<file path="src/hdl/assert_macros.svh">
// Assertion macros shared by the keyframe table RTL.
`ifndef ASSERT_MACROS_SVH
`define ASSERT_MACROS_SVH
`ifndef SYNTHESIS
`define TSTK_ASSERT(lbl, clk, rst_n, prop, msg) \
    lbl: assert property (@(posedge clk) disable iff (!(rst_n)) prop) else $error(msg);
`define TSTK_ASSERT_NEVER(lbl, clk, rst_n, expr, msg) \
    lbl: assert property (@(posedge clk) disable iff (!(rst_n)) !(expr)) else $error(msg);
`else
`define TSTK_ASSERT(lbl, clk, rst_n, prop, msg)
`define TSTK_ASSERT_NEVER(lbl, clk, rst_n, expr, msg)
`endif
`endif

</file>
<file path="src/hdl/tstk_pkg.sv">
// Shared widths, codes and the cell control type of the keyframe table.
package tstk_pkg;

    // Fixed field widths of the request and result ports
    localparam int CMD_W     = 2;
    localparam int SLOT_W    = 5;
    localparam int KEY_W     = 24;
    localparam int KIND_W    = 3;
    localparam int PAYLOAD_W = 48;
    localparam int STATUS_W  = 2;
    localparam int COUNT_W   = 6;

    // Parameter defaults
    localparam int DEPTH_DEFAULT          = 32;
    localparam int TIME_BITS_DEFAULT      = 24;
    localparam int MIN_LENGTH_DEFAULT     = 1;
    localparam int DEFAULT_LENGTH_DEFAULT = 10240;

    // Request commands
    localparam logic [CMD_W-1:0] CMD_INSERT  = 2'd0;
    localparam logic [CMD_W-1:0] CMD_REMOVE  = 2'd1;
    localparam logic [CMD_W-1:0] CMD_REPLACE = 2'd2;
    localparam logic [CMD_W-1:0] CMD_SETLEN  = 2'd3;

    // Result status codes
    localparam logic [STATUS_W-1:0] ST_OK      = 2'd0;
    localparam logic [STATUS_W-1:0] ST_INVALID = 2'd1;
    localparam logic [STATUS_W-1:0] ST_SLOT    = 2'd2;
    localparam logic [STATUS_W-1:0] ST_FULL    = 2'd3;

    // Entry kinds
    localparam logic [KIND_W-1:0] KIND_TIME_SCALE = 3'd2;
    localparam logic [KIND_W-1:0] KIND_MAX        = 3'd4;

    // Cell operations broadcast along the chain
    localparam int OP_W = 3;
    localparam logic [OP_W-1:0] OP_HOLD   = 3'd0;
    localparam logic [OP_W-1:0] OP_INSERT = 3'd1;
    localparam logic [OP_W-1:0] OP_REMOVE = 3'd2;
    localparam logic [OP_W-1:0] OP_CLAMP  = 3'd3;
    localparam logic [OP_W-1:0] OP_WRITE  = 3'd4;

    typedef struct packed {
        logic [OP_W-1:0]   op;
        logic [SLOT_W-1:0] slot;
    } cell_ctrl_t;

endpackage

</file>
<file path="src/hdl/tstk_cell.sv">
// One position of the sorted table: holds an entry and trades with its neighbors.
module tstk_cell #(
    parameter int DEPTH     = tstk_pkg::DEPTH_DEFAULT,
    parameter int TIME_BITS = tstk_pkg::TIME_BITS_DEFAULT,
    parameter int INDEX     = 0
) (
    input  logic                           aclk,
    input  tstk_pkg::cell_ctrl_t           ctrl,
    input  logic [$clog2(DEPTH+1)-1:0]     count,
    input  logic [TIME_BITS-1:0]           new_time,
    input  logic [tstk_pkg::KIND_W-1:0]    new_kind,
    input  logic [tstk_pkg::PAYLOAD_W-1:0] new_payload,
    input  logic [TIME_BITS-1:0]           limit,
    input  logic                           left_gt,
    input  logic [TIME_BITS-1:0]           left_time,
    input  logic [tstk_pkg::KIND_W-1:0]    left_kind,
    input  logic [tstk_pkg::PAYLOAD_W-1:0] left_payload,
    input  logic [TIME_BITS-1:0]           right_time,
    input  logic [tstk_pkg::KIND_W-1:0]    right_kind,
    input  logic [tstk_pkg::PAYLOAD_W-1:0] right_payload,
    output logic                           gt,
    output logic                           here,
    output logic                           match,
    output logic [TIME_BITS-1:0]           cur_time,
    output logic [tstk_pkg::KIND_W-1:0]    cur_kind,
    output logic [tstk_pkg::PAYLOAD_W-1:0] cur_payload
);

    localparam int CNT_W = $clog2(DEPTH + 1);
    localparam int CMP_W = CNT_W + tstk_pkg::SLOT_W;

    logic [TIME_BITS-1:0]           time_reg,    time_next;
    logic [tstk_pkg::KIND_W-1:0]    kind_reg,    kind_next;
    logic [tstk_pkg::PAYLOAD_W-1:0] payload_reg, payload_next;

    logic [CMP_W-1:0] idx_ext;
    logic [CMP_W-1:0] cnt_ext;
    logic [CMP_W-1:0] slot_ext;
    logic             occupied;
    logic             at_slot;

    assign idx_ext  = CMP_W'(INDEX);
    assign cnt_ext  = CMP_W'(count);
    assign slot_ext = CMP_W'(ctrl.slot);
    assign occupied = idx_ext < cnt_ext;
    assign at_slot  = idx_ext == slot_ext;

    // Position flags: entries later than the new time move up by one
    assign gt    = occupied && (new_time < time_reg);
    assign here  = !left_gt && (gt || (idx_ext == cnt_ext));
    assign match = at_slot && (time_reg == new_time);

    // Pick next contents from self, a neighbor or the broadcast entry
    always_comb begin
        time_next    = time_reg;
        kind_next    = kind_reg;
        payload_next = payload_reg;
        case (ctrl.op)
            tstk_pkg::OP_INSERT: begin
                if (left_gt) begin
                    time_next    = left_time;
                    kind_next    = left_kind;
                    payload_next = left_payload;
                end else if (here) begin
                    time_next    = new_time;
                    kind_next    = new_kind;
                    payload_next = new_payload;
                end
            end
            tstk_pkg::OP_REMOVE: begin
                if (occupied && (idx_ext >= slot_ext)) begin
                    time_next    = right_time;
                    kind_next    = right_kind;
                    payload_next = right_payload;
                end
            end
            tstk_pkg::OP_CLAMP: begin
                if (occupied && (time_reg > limit)) begin
                    time_next = limit;
                end
            end
            tstk_pkg::OP_WRITE: begin
                if (at_slot) begin
                    kind_next    = new_kind;
                    payload_next = new_payload;
                end
            end
            default: begin
                time_next    = time_reg;
            end
        endcase
    end

    always_ff @(posedge aclk) begin
        time_reg    <= time_next;
        kind_reg    <= kind_next;
        payload_reg <= payload_next;
    end

    assign cur_time    = time_reg;
    assign cur_kind    = kind_reg;
    assign cur_payload = payload_reg;

endmodule

</file>
<file path="config.mk">
export PLATFORM = sky130hd
export DESIGN_NAME = tstk_cell
export DESIGN_NICKNAME = d
export VERILOG_FILES = /design/src/hdl/assert_macros.svh /design/src/hdl/tstk_pkg.sv /design/src/hdl/tstk_cell.sv
export SDC_FILE = /design/constraint.sdc
export NUM_CORES = 1
export LEC_CHECK = 0
export ABC_CLOCK_PERIOD_IN_PS = 5700
export BUFFER_PORTS_ARGS = -buffer_cell sky130_fd_sc_hd__buf_2
export CORE_MARGIN = 3
export CORE_UTILIZATION = 25
export DETAILED_ROUTE_END_ITERATION = 12
export GPL_TIMING_DRIVEN = 0
export MAX_ROUTING_LAYER = met4
export PLACE_DENSITY_LB_ADDON = 0.12
export SLEW_MARGIN = 20
export SYNTH_ARGS = -nofsm -noshare
export SYNTH_HDL_FRONTEND = slang
export SYNTH_SLANG_ARGS = --single-unit
</file>
<file path="constraint.sdc">
create_clock -name aclk -period 5.7 [get_ports aclk]
set_input_delay 1.14 -clock aclk [delete_from_list [all_inputs] [get_ports aclk]]
set_output_delay 1.14 -clock aclk [all_outputs]
set_load 0.05 [all_outputs]
</file>
* Word-level counts from Yosys, hierarchy flattened
Cells that the tools add are included.
** Storage, ports and cells
- Flip-flop bits (word level) :: 75
- Input bits :: 265
- Word-level logic and storage cells :: 44
- Output and inout port bits :: 78
** Cells by class
- Equality and inequality tests :: 9
- Muxes and demuxes :: 15
- Reduce and logical (&&, ||, !) cells :: 13
- $lt $le $gt $ge :: 4
** Operators by type and width (count)
- $mux 48 :: 4
- $pmux 48 s3 :: 1
- $mux 24 :: 4
- $pmux 24 s3 :: 1
- $eq 24x24->1 :: 1
- $gt 24x24->1 :: 1
- $lt 24x24->1 :: 1
- $logic_not 11->1 :: 2
- $mux 3 :: 4
- $pmux 3 s3 :: 1
- $reduce_and 4->1 :: 2
- $eq 3x2->1 const B :: 2
- $lt 1x6->1 const A :: 1
- $ne 2x2->1 const B :: 3
- $reduce_bool 3->1 :: 2
- $ge 1x5->1 const A :: 1
- $logic_and 1x1->1 :: 5
- $eq 3x1->1 const B :: 1
- $eq 3x3->1 const B :: 1
- $ne 3x3->1 const B :: 1
- $logic_not 1->1 :: 1
- $logic_or 1x1->1 :: 1

* Longest topological paths before layout
Gate-level depths: netlist of the first run.
- Word-level depth :: 7
- Gate-level depth with buffers :: 9
- Mapped depth without buffers :: 8

* Worst setup path after synthesis of the first run
No wires, ideal clock.
- Path kind :: input to register
- From :: input port new_time[1]
- To :: register kind_reg, in the netlist cur_kind[0] (enable)
- Required time :: 5223 ps
- Path buffers :: 0
- Path slack :: 514 ps
- Setup time :: 477 ps
- Arrival time :: 4710 ps
- Cell stages on the path :: 7
- Path through :: ha_1 -> nor2b_1 -> o21bai_1 -> a31oi_1 -> o311ai_2 -> a21oi_4 -> a21oi_1
** On the way
- Longest elaborated chain between the ends :: 6
** RTL lines
- start, declared :: RTL line tstk_cell.sv:10 : input logic [TIME_BITS-1:0] new_time,
- $lt 24x24->1 :: RTL line tstk_cell.sv:49 : assign gt = occupied && (new_time < time_reg);
- $logic_and 1x1->1 :: RTL line tstk_cell.sv:49
- $logic_or 1x1->1 :: RTL line tstk_cell.sv:50 : assign here = !left_gt && (gt || (idx_ext == cnt_ext));
- $logic_and 1x1->1 :: RTL line tstk_cell.sv:50
- $ne 3x3->1 (no line)
- $reduce_and 4->1 (no line)
- end signal, assigned :: RTL line tstk_cell.sv:96 : kind_reg <= kind_next;
- end, declared :: RTL line tstk_cell.sv:33 : logic [tstk_pkg::KIND_W-1:0] kind_reg, kind_next;
Every way passes these cells.
A chain may end at the register's enable or synchronous reset.

* Worst setup path in the final report of the first run
- From :: input port new_time[23]
- To :: output port here
** On the way
- Longest elaborated chain between the ends :: 4
** RTL lines
- $lt 24x24->1 :: RTL line tstk_cell.sv:49
- $logic_and 1x1->1 :: RTL line tstk_cell.sv:49
- $logic_or 1x1->1 :: RTL line tstk_cell.sv:50
- $logic_and 1x1->1 :: RTL line tstk_cell.sv:50
- end, declared :: RTL line tstk_cell.sv:22 : output logic here,
Every way passes these cells.

==> results of run 1 <==
[metrics by stage]
step	cells	TNS (ns)	power [mW]	cell area (um^2)	setup WS, ns
2_1_floorplan	560	0	0.932	5390	0.514
3_3_place_gp	1174	-61.44	1.12	7430	-1.21
3_5_place_dp	1177	0	1.13	7540	1.56
4_1_cts	1193	0	1.73	7830	1.55
5_1_grt	1194	0	1.79	7830	1.44
6_report	1194	0	1.70	7830	1.56
[cells in the mapped netlist, types with 6 or more instances]
| cell | instances | area (um^2) |
|---|---|---|
| nand2_1 | 114 | 428 |
| nor2b_1 | 28 | 175 |
| mux2i_1 | 24 | 240 |
| a22oi_2 | 11 | 138 |
| ha_1 | 48 | 601 |
| clkbuf_1 | 11 | 41.3 |
| nand4_1 | 6 | 37.5 |
| inv_1 | 48 | 180 |
| nand3_1 | 7 | 35.0 |
| a21oi_1 | 46 | 230 |
| buf_6 | 6 | 67.6 |
| a22oi_1 | 42 | 315 |
| a211oi_1 | 26 | 195 |
| edfxtp_1 | 75 | 2250 |
| nor2_1 | 14 | 52.6 |
| buf_2 | 13 | 65.1 |
[cells by family after synthesis]
logic type      share of synthesized area [%]
compound gates                           19.0
buf+inv                                  7.06
xor+xnor                                0.163
fa+ha+maj                                11.1
mux                                      4.46
simple gates                             16.4
flops                                    41.8
[flip-flops by register name (all words and copies together), names as in the netlist]
register and cells:
cur_payload 48, cur_time 24, cur_kind 3
[worst max-delay path, cell delays in order]
cell     delay, ns
buf_2         0.12
ha_1          0.34
nand4_4       0.15
nor4_4        0.39
a22oi_1       0.15
and3_4        0.22
a21oi_4       0.19
nor2_1        0.06
buf_2         0.24
[layer usage]
| layer | track usage [%] | share of wire (%) | vias up |
|---|---|---|---|
| met1 | 23.5 | 44 | 2514 |
| met2 | 29.7 | 50 | 191 |
| met5 | - | 0 | - |
| li1 | - | - | 2747 |
| met4 | 3.65 | 0.73 | 0 |
| met3 | 3.51 | 5.4 | 12 |
[cell type report]
type	count	area [um^2]	area share, %
antenna	1	2.50	0.0319
buffer	34	200	2.56
clock buffer	10	229	2.92
clock inverter	6	65.1	0.831
inverter	48	180	2.30
multi-input combinational	403	2780	35.5
sequential	75	2250	28.8
tap	275	344	4.39
timing repair buffer	342	1780	22.7
[how the worst min path moves through the flow]
stage | start | end | slack, ns | depth (start not counted)
detailed placement | cur_time[7] | cur_time[1] | 1.36 | 5
floorplan | new_kind[0] | cur_kind[0] | 1.31 | 2
CTS | new_payload[40] | cur_payload[40] | 1.04 | 3
finish | new_payload[40] | cur_payload[40] | 1.06 | 3
global placement | new_payload[13] | cur_payload[13] | 1.40 | 3
global route | new_payload[39] | cur_payload[39] | 1.05 | 3
[power by group]
part           leakage, nW  switching [mW]  total, mW  internal [mW]
registers            0.697          0.0104      0.654          0.643
logic                 3.04           0.275      0.455          0.180
clock network        0.143           0.249      0.589          0.341
total                 3.88           0.534       1.70           1.16
==> impl_metrics.csv, run 1 <==
group,metric,value,unit
detailed_routing,drc,0,
clocking,cts_root_buf,"clkbuf_16",
floorplanning,die_w,153,um
detailed_routing,via_per_inst,4.58,
setup_path,critPathLaunch,"new_time[23]",
sta,fin_crit_sh,72.7,%
setup_path,r2r.worst_path.cells,8,
power_and_ir_drop,ir_drop,0.125,mV
detailed_routing,wl,21600,um
setup_path,startpoint_type,"input port",
clocking,cts_resized,0,
global_routing,grtUsageTotal,18.1,%
floorplanning,core,21100,um^2
clocking,cts_hold_buf,0,
global_routing,grt_pass1_wl,31600,um
placement,io_buffers,339,
hold_path,min_path_type,"in2reg",
synthesis,yosys_register_bits,75,
detailed_routing,ant_nets,0,
clocking,cts.sinks,75,
clocking,path_clk_slew,0.06,ns
floorplanning,num_rows,53,
floorplanning,num_io_pins,343,
global_routing,gr-total-overflow,0,
placement,hpwl,17600,um
final_layout,nets,1226,
setup_path,worstPathArrival,3.00,ns
synthesis,syn-num-nets,873,
sta,relSlewSlack,35.1,%
setup_path,critPathCaptureType,"output pin",
synthesis,synth_edf_count,75,
detailed_routing,vias,5464,
global_routing,grt_pass1_vias,5481,
synthesis,netlist_area,5390,um^2
synthesis,yosys_warnings,0,
clocking,h-tree-depth,3,
setup_path,r2r_start,"cur_time[21]",
final_layout,fillerInstances,2223,
detailed_routing,first_pass_iters,4,
status,status,"finished clean",
final_layout,final_util,37.1,%
setup_path,cp_max_fo,4,
sta,hold_slack,1.06,ns
detailed_routing,wl_per_cell,18.1,um
run,drv_cap,0,
floorplanning,design.die.area,23400,um^2
sta,hold_viol,0,
setup_path,reg2reg_slack,2.58,ns
sta,finalSetupViolCount,0,
synthesis,synth_cell_types,44,
clocking,post-cts-setup-buffers,0,
sta,min_period,4.14,ns
sta,fmax,241,MHz
synthesis,ys_async_sr_fraction,0,%
final_layout,mostFrequentLayoutCells,"buf_2, nand2_1, edfxtp_1",
power_and_ir_drop,power_density,217,nW/um^2
floorplanning,start_util,25.6,%
clocking,cts_made_buffers,9,
final_layout,drive_gt1_share,43.6,%
final_layout,area_growth,45.3,%
final_layout,final_common_cell,"buf_2",
synthesis,yosysSeqAreaShare,41.8,%
global_routing,grt_max_degree,21,
setup_path,cp-endpoint,"here",
setup_path,cp.required,4.56,ns
sta,skew,0.00912,ns
sta,tightest_slew,0.960,ns
sta,drv_slew,0,
power_and_ir_drop,power_leakage,3.88,nW
synthesis,synthCells,560,
clocking,cts_max_path_buffers,2,
floorplanning,die_h,153,um
setup_path,r2r-end,"cur_time[8]",
synthesis,ys.flop_type,"edfxtp_1",
clocking,clk_latency,0.34,ns
placement,gp_congestion,0.832,
setup_path,worstSetupPathType,"in2out",
clocking,cts_tree,"yes",
sta,rsz0062_at_grt,"no",
global_routing,antenna_found_initial,1,
synthesis,synth_area_per_cell,9.63,um^2
detailed_routing,dr.first_iter.drc_count,323,
No activity file was read; power rests on OpenSTA's default activity.
==> inputs of run 2 (changes only) <==
--- a/config.mk
+++ b/config.mk
@@ -5,7 +5,7 @@
 export SDC_FILE = /design/constraint.sdc
 export NUM_CORES = 1
 export LEC_CHECK = 0
-export ABC_CLOCK_PERIOD_IN_PS = 5700
+export ABC_CLOCK_PERIOD_IN_PS = 4300
 export BUFFER_PORTS_ARGS = -buffer_cell sky130_fd_sc_hd__buf_2
 export CORE_MARGIN = 3
 export CORE_UTILIZATION = 25
==> constraint.sdc (replaced) <==
create_clock -name aclk -period 4.3 [get_ports aclk]
set_input_delay 0.86 -clock aclk [delete_from_list [all_inputs] [get_ports aclk]]
set_output_delay 0.86 -clock aclk [all_outputs]
set_load 0.05 [all_outputs]
==> impl_metrics.csv, run 2 (synthesis results as in run 1) <==
group,metric,value,unit
status,status,"finished clean",
clocking,cts_root_buf,"clkbuf_16",
detailed_routing,vias,5431,
detailed_routing,ant_nets,0,
detailed_routing,wl,21700,um
sta,fmax,276,MHz
global_routing,grt_pass1_vias,5529,
placement,hpwl,17600,um
final_layout,stdcell_area,7830,um^2
power_and_ir_drop,power_leakage,3.87,nW
sta,relSlewSlack,30.5,%
floorplanning,num_io_pins,343,
global_routing,grtUsageTotal,18.3,%
sta,hold_slack,0.775,ns
clocking,cts.sinks,75,
clocking,cts_hold_buf,0,
clocking,cts_resized,0,
clocking,clk_latency,0.34,ns
hold_path,min_path_cells,3,
sta,setup_tns,0,ns
placement,io_buffers,339,
final_layout,final_common_cell,"buf_2",
clocking,cts_max_path_buffers,2,
setup_path,worstSetupPathType,"in2out",
detailed_routing,via_per_inst,4.55,
placement,place_inst,1177,
final_layout,area_growth,45.3,%
global_routing,gr-total-overflow,0,
setup_path,cp_max_fo,4,
hold_path,hold_start,"new_payload[18]",
detailed_routing,drc,0,
clocking,cts_tree,"yes",
global_routing,grt_pass1_wl,32000,um
floorplanning,core,21100,um^2
floorplanning,num_rows,53,
setup_path,startpoint_type,"input port",
final_layout,regArea,2250,um^2
sta,rsz0062_at_grt,"no",
final_layout,fin_cells,1193,
run,drv_cap,0,
clocking,cts_made_buffers,9,
hold_path,min_path_type,"in2reg",
clocking,path_clk_slew,0.07,ns
setup_path,r2r-end,"cur_time[20]",
clocking,post-cts-setup-buffers,0,
setup_path,r2r.worst_path.cells,8,
setup_path,worstPathArrival,2.76,ns
sta,drv_slew,0,
final_layout,drive_gt1_share,43.5,%
sta,hold_viol,0,
final_layout,fillerInstances,2219,
clocking,h-tree-depth,3,
power_and_ir_drop,p_total,2.26,mW
floorplanning,die_h,153,um
final_layout,largest_reg_flops,48,
detailed_routing,dr.first_iter.drc_count,248,
floorplanning,design.die.area,23400,um^2
sta,tightest_slew,1.03,ns
hold_path,holdPathEnd,"cur_payload[18]",
final_layout,nets,1226,
placement,placed_cell_area,7540,um^2
final_layout,n_antenna_cell,0,
sta,fin_crit_sh,84.1,%
sta,min_period,3.62,ns
final_layout,multi_input_area,2780,um^2
setup_path,reg2reg_slack,1.16,ns
final_layout,mostFrequentLayoutCells,"buf_2, nand2_1, edfxtp_1",
power_and_ir_drop,power_density,288,nW/um^2
floorplanning,start_util,25.6,%
detailed_routing,wl_per_cell,18.2,um
global_routing,grt_max_degree,22,
setup_path,critPathCaptureType,"output pin",
sta,skew,0.0110,ns
global_routing,antenna_found_initial,0,
power_and_ir_drop,ir_drop,0.167,mV
sta,finalSetupViolCount,0,
setup_path,cp.required,3.44,ns
placement,gp_congestion,0.840,
detailed_routing,first_pass_iters,4,
setup_path,r2r_start,"cur_time[21]",
floorplanning,die_w,153,um
[run 2: cell types whose count changed in the layout (fill, tap and decap cells not counted)]
cell / before / now
diode_2: 1 / 0
clkinv_2: 2 / 0
clkinv_4: 1 / 0
clkinvlp_4: 1 / 3
clkinv_1: 0 / 1
[run 2: metrics by stage]
stage / setup WS, ns / utilization (%)
final: 0.682 / 37.1
after global routing: 0.583 / 37.1
after CTS: 0.676 / 37.1
after detailed placement: 0.607 / 35.7
after global placement: -1.06 / 35.3
after floorplan: 0.432 / -
[run 2: final cells by class]
class	count	share of cell area, %
inverter	48	2.30
sequential	75	28.8
buffer	34	2.56
multi-input combinational	403	35.5
tap	275	4.39
clock inverter	6	0.831
timing repair buffer	342	22.7
clock buffer	10	2.92
[run 2: metal layers]
layer,global-route usage [%],part of all wire [%],vias to the layer above,wire length [um]
li1,-,-,2744,-
met4,4.24,1.2,0,258
met1,23.4,44,2489,9550
met3,3.09,5.4,15,1180
met5,-,0,-,0
met2,30.5,49,183,10800
[run 2: worst max-delay path by stage]
stage            startpoint      endpoint  slack [ns]  depth (start not counted)
6_report       new_time[23]          here        0.68                          9
5_1_grt        new_time[22]          here        0.58                          9
4_1_cts        new_time[23]          here        0.68                          9
3_5_place_dp      limit[23]  cur_time[21]        0.61                         10
3_3_place_gp      limit[23]  cur_time[17]       -1.06                          9
2_1_floorplan   new_time[1]   cur_kind[0]        0.43                          7
[run 2: critical path, stage by stage]
cell and delay [ns]:
buf_2 0.12, ha_1 0.34, nand4_4 0.15, nor4_4 0.40
a22oi_1 0.16, and3_4 0.23, a21oi_4 0.20, nor2_1 0.05
buf_2 0.24
[run 2: power by group]
part / total (mW) / internal [mW] / switching (mW)
logic: 0.604 / 0.238 / 0.366
registers: 0.865 / 0.852 / 0.0129
clock network: 0.789 / 0.451 / 0.338
==> inputs of run 3 (changes only) <==
--- a/config.mk
+++ b/config.mk
@@ -5,7 +5,7 @@
 export SDC_FILE = /design/constraint.sdc
 export NUM_CORES = 1
 export LEC_CHECK = 0
-export ABC_CLOCK_PERIOD_IN_PS = 4300
+export ABC_CLOCK_PERIOD_IN_PS = 3700
 export BUFFER_PORTS_ARGS = -buffer_cell sky130_fd_sc_hd__buf_2
 export CORE_MARGIN = 3
 export CORE_UTILIZATION = 25
==> constraint.sdc (replaced) <==
create_clock -name aclk -period 3.7 [get_ports aclk]
set_input_delay 0.74 -clock aclk [delete_from_list [all_inputs] [get_ports aclk]]
set_output_delay 0.74 -clock aclk [all_outputs]
set_load 0.05 [all_outputs]
==> impl_metrics.csv, run 3 (synthesis results as in run 1) <==
group,metric,value,unit
detailed_routing,ant_nets,0,
clocking,clk_latency,0.34,ns
power_and_ir_drop,ir_drop,0.185,mV
final_layout,drive_gt1_share,43.4,%
setup_path,cp.required,2.96,ns
detailed_routing,wl,22100,um
sta,tightest_slew,0.995,ns
setup_path,critPathCaptureType,"output pin",
floorplanning,num_io_pins,343,
final_layout,fin_cells,1195,
floorplanning,start_util,25.6,%
sta,fin_crit_sh,91.2,%
setup_path,cp_max_fo,4,
global_routing,grt_pass1_vias,5460,
clocking,cts.sinks,75,
setup_path,worstSetupPathType,"in2out",
sta,relSlewSlack,32.7,%
detailed_routing,drc,0,
floorplanning,design.die.area,23400,um^2
placement,io_buffers,339,
run,drv_cap,0,
sta,hold_viol,0,
clocking,cts_tree,"yes",
floorplanning,num_rows,53,
status,status,"finished clean",
sta,rsz0062_at_grt,"no",
floorplanning,die_w,153,um
floorplanning,core,21100,um^2
placement,placed_cell_area,7540,um^2
detailed_routing,dr.first_iter.drc_count,310,
final_layout,mostFrequentLayoutCells,"buf_2, nand2_1, edfxtp_1",
sta,fmax,296,MHz
global_routing,grt_max_degree,20,
clocking,path_clk_slew,0.07,ns
global_routing,grt_pass1_wl,32100,um
clocking,post-cts-setup-buffers,0,
clocking,cts_max_path_buffers,2,
final_layout,area_growth,44.9,%
setup_path,startpoint_type,"input port",
clocking,cts_root_buf,"clkbuf_16",
global_routing,grtUsageTotal,18.5,%
final_layout,nets,1226,
sta,drv_slew,0,
detailed_routing,via_per_inst,4.61,
detailed_routing,wl_per_cell,18.5,um
final_layout,stdcell_area,7810,um^2
sta,skew,0.00704,ns
global_routing,gr-total-overflow,0,
hold_path,min_path_type,"in2reg",
clocking,cts_made_buffers,9,
clocking,h-tree-depth,3,
placement,hpwl,18200,um
power_and_ir_drop,power_leakage,3.86,nW
final_layout,final_common_cell,"buf_2",
sta,min_period,3.37,ns
floorplanning,die_h,153,um
sta,finalSetupViolCount,0,
detailed_routing,vias,5504,
clocking,cts_hold_buf,0,
global_routing,antenna_found_initial,2,
power_and_ir_drop,p_total,2.54,mW
setup_path,worstPathArrival,2.63,ns
sta,setup_tns,0,ns
detailed_routing,first_pass_iters,4,
placement,place_inst,1177,
final_layout,largest_reg_flops,48,
clocking,cts_resized,0,
placement,gp_congestion,0.817,
final_layout,final_util,37.0,%
power_and_ir_drop,power_density,325,nW/um^2
-- run 3: cell types whose count changed in the layout (fill, tap and decap cells not counted) --
cell	delta
clkinv_1	+1
inv_6	+1
bufinv_16	-1
clkinvlp_4	-1
diode_2	+2
-- run 3: layout make-up --
class / instances / area [um^2]
Clock buffer: 10 / 229
Tap cell: 275 / 344
Sequential cell: 75 / 2250
Timing Repair Buffer: 342 / 1780
Inverter: 48 / 180
Antenna cell: 2 / 5.00
Clock inverter: 6 / 40.0
Buffer: 34 / 200
Multi-Input combinational cell: 403 / 2780
Fill cell: 2269 / 13300
-- run 3: per-stage QoR --
stage          hold slack, ns  worst slack, ns
3_3_place_gp            0.999            -1.23
6_report                0.658            0.327
3_5_place_dp             1.00            0.203
2_1_floorplan           0.914            0.195
5_1_grt                 0.652            0.274
4_1_cts                 0.636            0.332
-- run 3: path summary, 6_finish.rpt --
path,start,to,slack [ns],cells past startpoint
worst min-delay path,new_payload[44],cur_payload[44],0.66,3
worst max-delay path,new_time[22],here,0.33,9
worst min register to register,cur_time[7],cur_time[23],1.38,5
worst max register to register,cur_time[21],cur_time[0],0.67,8
-- run 3: critical path, cell delays in order --
cell,delay [ns]
buf_2,0.11
ha_1,0.35
nand4_4,0.15
nor4_4,0.38
a22oi_1,0.16
and3_4,0.22
a21oi_4,0.20
nor2_1,0.06
buf_2,0.24
-- run 3: where the power goes --
part / switching [mW] / internal, mW
combinational: 0.428 / 0.277
clock: 0.370 / 0.455
sequential: 0.0158 / 0.991
total: 0.814 / 1.72
-- run 3: routing by layer --
metal | global-route usage, % | wire length (um) | vias up
met5 | - | 0 | -
met1 | 22.5 | 9480 | 2545
met4 | 3.69 | 211 | 0
li1 | - | - | 2747
met2 | 31.0 | 10900 | 194
met3 | 4.98 | 1510 | 18
